## src/rtl/sal_pkg.sv

```systemverilog
// Shared types and constants of the security association lookup core.
// No dependencies.
`default_nettype none

package sal_pkg;

  typedef enum logic [2:0] {
    OP_INSERT   = 3'd0,
    OP_REMOVE   = 3'd1,
    OP_INBOUND  = 3'd2,
    OP_OUTBOUND = 3'd3,
    OP_FLUSH    = 3'd4
  } sal_op_t;

  typedef enum logic [2:0] {
    STAT_OK        = 3'd0,
    STAT_NOT_FOUND = 3'd1,
    STAT_FULL      = 3'd2,
    STAT_DUP       = 3'd3,
    STAT_NOT_IPSEC = 3'd4
  } sal_status_t;

  typedef enum logic [1:0] {
    S_IDLE,
    S_SCAN,
    S_RESP
  } sal_state_t;

  localparam logic [7:0] PROTO_ESP = 8'd50;
  localparam logic [7:0] PROTO_AH  = 8'd51;
  localparam logic [7:0] PROTO_ANY = 8'd0;
  localparam logic [5:0] PFX_FULL  = 6'd32;

  typedef struct packed {
    sal_op_t     op;
    logic [31:0] spi;
    logic [31:0] src;
    logic [31:0] dst;
    logic [7:0]  proto;
    logic        kind;
    logic [1:0]  mode;
    logic [5:0]  slen;
    logic [5:0]  dlen;
    logic [15:0] tag;
  } sal_req_t;

  // one stored table entry, tag kept separately
  typedef struct packed {
    logic [31:0] spi;
    logic [31:0] dst;
    logic [31:0] src;
    logic [7:0]  proto;
    logic        kind;
    logic [1:0]  mode;
    logic [5:0]  slen;
    logic [5:0]  dlen;
  } sal_entry_t;

  typedef struct packed {
    logic key_eq;   // spi, dst and protocol equal
    logic key0_eq;  // spi and dst equal, entry protocol wildcard
    logic sel_eq;   // outbound selector match
  } sal_match_t;

  // network prefix mask; 0 matches all, above 32 counts as 32
  function automatic logic [31:0] prefix_mask(input logic [5:0] len);
    logic [31:0] m;
    if (len == 6'd0) begin
      m = 32'h0;
    end else if (len >= PFX_FULL) begin
      m = 32'hffff_ffff;
    end else begin
      m = 32'hffff_ffff << (PFX_FULL - len);
    end
    return m;
  endfunction

endpackage

`default_nettype wire

```

## src/rtl/sal_match.sv

```systemverilog
// Compare unit: checks one table entry against the held request.
// Depends on sal_pkg.
`default_nettype none

module sal_match (
  input  wire sal_pkg::sal_req_t   req,
  input  wire sal_pkg::sal_entry_t ent,
  output sal_pkg::sal_match_t      res
);

  logic        addr_eq;
  logic [31:0] smask;
  logic [31:0] dmask;

  assign addr_eq = (ent.spi == req.spi) && (ent.dst == req.dst);
  assign smask   = sal_pkg::prefix_mask(ent.slen);
  assign dmask   = sal_pkg::prefix_mask(ent.dlen);

  assign res.key_eq  = addr_eq && (ent.proto == req.proto);
  assign res.key0_eq = addr_eq && (ent.proto == sal_pkg::PROTO_ANY);
  assign res.sel_eq  = (ent.kind == req.kind) && (ent.mode == req.mode) &&
                       ((ent.src & smask) == (req.src & smask)) &&
                       ((ent.dst & dmask) == (req.dst & dmask));

endmodule

`default_nettype wire

```

## config.mk

```make
export PLATFORM = sky130hd
export DESIGN_NAME = sal_match
export DESIGN_NICKNAME = d
export VERILOG_FILES = /design/src/rtl/sal_pkg.sv /design/src/rtl/sal_match.sv
export SDC_FILE = /design/constraint.sdc
export NUM_CORES = 1
export LEC_CHECK = 0
export CORE_AREA = 2 2 102 104
export DETAILED_ROUTE_END_ITERATION = 8
export DIE_AREA = 0 0 104 106
export DONT_BUFFER_PORTS = 1
export SYNTH_ARGS = -nofsm -noshare
export SYNTH_HDL_FRONTEND = slang
export SYNTH_SLANG_ARGS = --single-unit
```

## constraint.sdc

```tcl
create_clock -name vclk -period 3.3
set_clock_uncertainty 0.15 [all_clocks]
set_input_delay 0.33 -clock vclk [all_inputs]
set_output_delay 0.33 -clock vclk [all_outputs]
set_load 0.02 [all_outputs]
```

==> flow_metrics.py, run 1 <==
metrics = {
    "status": {
        "status": "completed",
    },
    "critical_path": {
        "cp_max_fo": 7,
        "cp-end-kind": "output port",
        "crit_path_start_kind": "primary input",
        "crit_type": "in2out",
        "cp.arrival_ns": 2.64,
        "cp_data_required_time_ns": 2.82,
    },
    "job": {
        "maxCapViolations": 0,
    },
    "floorplan": {
        "initial_core_util": 0.2162,
        "die_y_um": 106,
        "die_w_um": 104,
        "rows": 37,
        "core_area_mm2": 0.01000,
        "pin_count": 260,
        "die_area_mm2": 0.01102,
    },
    "power": {
        "p_int_w": 0.0001436,
        "finalPower_w": 0.0002931,
        "power.switching_w": 0.0001495,
        "peakVddDrop_v": 0.00004257,
        "clockPowerShare": 0,
        "p_leak_nw": 0.7855,
        "seq_power_share": 0,
        "cellPowerDensity_mw_per_mm2": 123.5,
        "p_sw_frac": 0.5100,
        "p_comb_frac": 1.000,
    },
    "timing": {
        "period_share": 0.9452,
        "worstMarginPinSlew_ns": 0.5857,
        "slew_viol_final": 0,
        "worst_slew_margin_rel": 0.6082,
        "layout_min_cycle_time_ns": 3.119,
        "grt_setup_unrepaired": "false",
        "hold_violations": 0,
        "setup_viol": 0,
        "fmax_mhz": 320.6,
        "fin_setup_tns_ns": 0,
    },
    "global_routing": {
        "grt_pass1_vias": 2241,
        "grt.total_usage": 0.1278,
        "grt_use_met1": 0.1363,
        "grt_util_met3": 0.02575,
        "grt_max_degree": 11,
        "grt_pass1_wl_mm": 11.41,
        "use_met2": 0.2632,
        "antenna_found_initial": 0,
        "overflow": 0,
        "busiest_layer": "met2",
    },
    "logic_synthesis": {
        "synth_top_area_share": 0.2350,
        "ys_top_cells_by_area": "xor2_1 (23%), xnor2_1 (21%), ha_1 (4.6%), a21oi_1 (3.9%), nand2_1 (3.5%)",
        "syn_nets": 562,
        "syn_avg_cell_area_um2": 7.280,
        "synth-adder-area-share": 0.04630,
        "synthMuxAreaShare": 0,
        "synth_compound_area_frac": 0.2367,
        "synth-xor-area-share": 0.4624,
        "yosysSeqAreaShare": 0,
        "ys_types": 51,
        "yosys.area_share.simple": 0.2274,
        "synth_top_family_by_area": "XOR/XNOR gates",
        "syn-cell-area_mm2": 0.002162,
        "synth_top_area_cell": "xor2_1",
        "syn_inst": 297,
        "ys.warnings.count": 0,
    },
    "final_layout": {
        "nClkBuffers": 0,
        "syn_to_final_growth_pct": 9.722,
        "n_antenna_cell": 0,
        "multi_input_area_mm2": 0.002105,
        "fill_cells": 1139,
        "seq_area_um2": 0,
        "nets": 570,
        "final_common_cell": "xor2_1",
        "mostFrequentLayoutCells": "xor2_1 (58), xnor2_1 (53), nand2_1 (20)",
        "nFlopsAndLatches": 0,
        "drive_above_1_share": 0.06601,
    },
    "routing": {
        "vias": 2297,
        "drt_iter0_drc": 84,
        "first_pass_iters": 4,
        "drc": 0,
        "routed_via_density": 5.232,
        "postRouteAntennaNets": 0,
        "routedWlPerCell_um": 18.02,
        "wl_mm": 7.909,
    },
    "placed_design": {
        "hpwl_mm": 7.283,
        "gp_congestion": 0.8722,
        "portBuffers": 0,
    },
    "worst_hold_path": {
        "hold_class": "in2out",
    },
}
-- cell families (layout without fill, tap and decap cells) --
| logic type | Yosys count | in the layout |
|---|---|---|
| AND/OR/NAND/NOR | 89 | 89 |
| buffers and inverters | 13 | 19 |
| XOR/XNOR | 112 | 112 |
| adder cells (fa/ha/maj) | 8 | 8 |
| AO/OA/AOI/OAI | 75 | 75 |
-- critical path, stage by stage --
cell and delay, ns:
inv_1 0.06, ha_1 0.19, inv_1 0.09, ha_1 0.39, a21o_1 0.20, o22ai_1 0.16, nand4_1 0.15, or4_1 0.54
a311oi_1 0.20, and4_2 0.33
-- path summary, 6_finish.rpt --
path    start      to  slack, ns  cells after the start
max    ent[1]  res[0]       0.18                     10
min   ent[22]  res[1]       0.68                      3
-- cell usage after synthesis (all sizes together), types with 2 or more instances --
cell and count:
xnor2 54, inv 12, ha 8, o21ai 15, or3 3, nor4 12
nor3b 2, and4 2, nand2b 3, a2111oi 3, nor2b 3, a221oi 2
nor3 9, a211oi 5, nand3 6, nor2 15, nand2 20, a21oi 19
nand4 10, o22ai 5, a31o 2, a31oi 2, a21o 2, o31ai 5
xor2 58, o21a 2
-- per-layer routing --
metal	wire length, um	up-vias	share of wire
li1	-	1097	-
met1	2873	1055	0.36
met2	4206	139	0.53
met3	732	6	0.093
met4	96	0	0.012
met5	0	-	0
-- what timing repair did --
item,4_1_cts,5_1_grt
endpoints found under the hold margin,0,0
buffers inserted,0,1
gates resized for setup,0,1
hold buffers,0,0
endpoints found under the setup margin,0,1
-- power groups by stage --
stage                     clock network [W]  logic, W  registers, W
after floorplan                           0  0.000234             0
after global placement                    0  0.000290             0
after detailed placement                  0  0.000294             0
after CTS                                 0  0.000296             0
after global routing                      0  0.000328             0
final                                     0  0.000293             0
-- metrics by stage --
stage,cells,utilization,hold slack (ns),worst slack [ns],instance area (um2)
detailed placement,438,0.2364,0.6770,0.1235,2364
finish,439,0.2372,0.6765,0.1808,2372
global route,439,0.2372,0.6921,0.01087,2372
floorplan,297,-,0.6610,0.3699,2162
CTS,438,0.2364,0.6786,0.1251,2364
global placement,438,0.2364,0.6706,0.1422,2364
-- cell type report --
| type | instances | area share |
|---|---|---|
| Timing Repair Buffer | 7 | 0.02215 |
| Multi-Input combinational cell | 284 | 0.8871 |
| Tap cell | 136 | 0.07173 |
| Inverter | 12 | 0.01899 |
Power figures use the tool's default switching activity.
==> inputs of run 2 (changes only) <==
--- a/config.mk
+++ b/config.mk
@@ -9,6 +9,7 @@
 export DETAILED_ROUTE_END_ITERATION = 8
 export DIE_AREA = 0 0 104 106
 export DONT_BUFFER_PORTS = 1
+export REMOVE_ABC_BUFFERS = 1
 export SYNTH_ARGS = -nofsm -noshare
 export SYNTH_HDL_FRONTEND = slang
 export SYNTH_SLANG_ARGS = --single-unit
==> run 2 against run 1 <==
Final cell count increased by 1.4%. Combinational power is 3% higher. First-iteration DRC count up 9.5%. Sequential share of layout area unchanged. Wire length down 2.5%. Global-route usage shrank 0.66 points. Core utilization is 0.66 points higher. Critical path depth stayed put. Largest power group unchanged. Highest routed layer is now met3.
==> flow_metrics.py, run 2 (synthesis gave the netlist of run 1 again) <==
metrics = {
    "status": {
        "status": "completed",
    },
    "power": {
        "p_int_w": 0.0001512,
        "cellPowerDensity_mw_per_mm2": 123.8,
        "power.switching_w": 0.0001507,
        "clockPowerShare": 0,
        "seq_power_share": 0,
        "p_leak_nw": 0.8161,
        "p_sw_frac": 0.4992,
        "p_comb_frac": 1.000,
        "peakVddDrop_v": 0.00004367,
    },
    "timing": {
        "layout_min_cycle_time_ns": 3.104,
        "setup_viol": 0,
        "hold_violations": 0,
        "worst_slew_margin_rel": 0.6600,
        "worstMarginPinSlew_ns": 0.5064,
        "slew_viol_final": 0,
        "period_share": 0.9407,
        "fin_setup_tns_ns": 0,
        "fmax_mhz": 322.1,
    },
    "global_routing": {
        "overflow": 0,
        "grt_pass1_vias": 2204,
        "antenna_found_initial": 0,
        "grt.total_usage": 0.1213,
        "grt_max_degree": 11,
        "grt_pass1_wl_mm": 11.01,
    },
    "final_layout": {
        "syn_to_final_growth_pct": 12.79,
        "nClkBuffers": 0,
        "mostFrequentLayoutCells": "xor2_1 (58), xnor2_1 (53), nand2_1 (20)",
        "drive_above_1_share": 0.09061,
        "fill_cells": 1151,
        "nets": 576,
        "final_util": 0.2439,
        "n_antenna_cell": 0,
        "seq_area_um2": 0,
        "nFlopsAndLatches": 0,
        "final_common_cell": "xor2_1",
    },
    "routing": {
        "first_pass_iters": 4,
        "drt_iter0_drc": 92,
        "wl_mm": 7.712,
        "wl_met3_um": 887,
        "top_layer_used": "met3",
        "postRouteAntennaNets": 0,
        "wl_met1_mm": 2.782,
        "drc": 0,
        "met2_length_mm": 4.042,
        "vias": 2317,
        "routedWlPerCell_um": 17.33,
        "routed_via_density": 5.207,
    },
    "critical_path": {
        "crit_start": "ent[7]",
        "crit_type": "in2out",
        "endpoint": "res[0]",
        "crit_path_max_incr_delay_ns": 0.50,
        "cp_top_family": "simple AND/OR/NAND/NOR gates",
        "crit_path_start_kind": "primary input",
        "cp.arrival_ns": 2.62,
        "cp.depth": 10,
        "path_cells": "inv_1, ha_2, nor3b_4, nor2b_1, a21oi_2, nor2_1, a32o_1, or4_1, a311oi_1, and4_4",
        "cp_data_required_time_ns": 2.82,
        "cp_max_fo": 5,
        "cp-end-kind": "output port",
        "cpMaxStageDelayCell": "or4_1",
        "cp_num_buf_inv": 1,
    },
    "floorplan": {
        "core_area_mm2": 0.01000,
        "initial_core_util": 0.2162,
        "die_w_um": 104,
        "pin_count": 260,
        "die_y_um": 106,
        "die_area_mm2": 0.01102,
        "rows": 37,
    },
    "worst_hold_path": {
        "hold_class": "in2out",
    },
    "placed_design": {
        "gp_congestion": 0.8485,
        "hpwl_mm": 6.990,
        "portBuffers": 0,
    },
    "job": {
        "maxCapViolations": 0,
    },
}
## run 2: cell type report
class / count / area (um2) / area share
inverter: 12 / 45.04 / 0.01847
multi-input combinational: 284 / 2126 / 0.8717
tap: 136 / 170.2 / 0.06978
timing repair buffer: 13 / 97.59 / 0.04002
## run 2: repair_timing
action                     in CTS  in global routing
hold buffers                    0                  0
setup endpoints to repair       0                  1
buffers inserted                0                  2
resized for setup               0                  5
## run 2: worst min-delay path by stage
stage	start	to	slack (ns)	depth (start not counted)
after global placement	ent[22]	res[1]	0.67	3
after floorplan	ent[22]	res[1]	0.66	3
after detailed placement	ent[22]	res[1]	0.68	3
after global routing	ent[19]	res[1]	0.69	3
final	ent[19]	res[1]	0.68	3
after CTS	ent[22]	res[1]	0.68	3
## run 2: metrics by stage
stage | std cells | worst slack [ns] | hold slack (ns) | area [um2] | total power (W)
after floorplan | 296 | 0.3699 | 0.6610 | 2148 | 0.0002311
after global routing | 445 | -0.002766 | 0.6903 | 2439 | 0.0003393
after detailed placement | 443 | 0.1147 | 0.6777 | 2401 | 0.0002978
final | 445 | 0.1957 | 0.6782 | 2439 | 0.0003019
after CTS | 443 | 0.08039 | 0.6763 | 2401 | 0.0003006
after global placement | 443 | 0.09519 | 0.6690 | 2401 | 0.0002950
## run 2: layer usage
metal  vias up  track usage
met5         -            0
met4         0     0.001931
met3         0      0.02759
met2       158       0.2458
met1      1052       0.1349
li1       1107            -
## run 2: power by group through the flow
| stage | Sequential (W) | Combinational (W) | Clock (W) |
|---|---|---|---|
| finish | 0 | 0.000302 | 0 |
| global route | 0 | 0.000339 | 0 |
| CTS | 0 | 0.000301 | 0 |
| detailed placement | 0 | 0.000298 | 0 |
| global placement | 0 | 0.000295 | 0 |
| floorplan | 0 | 0.000231 | 0 |
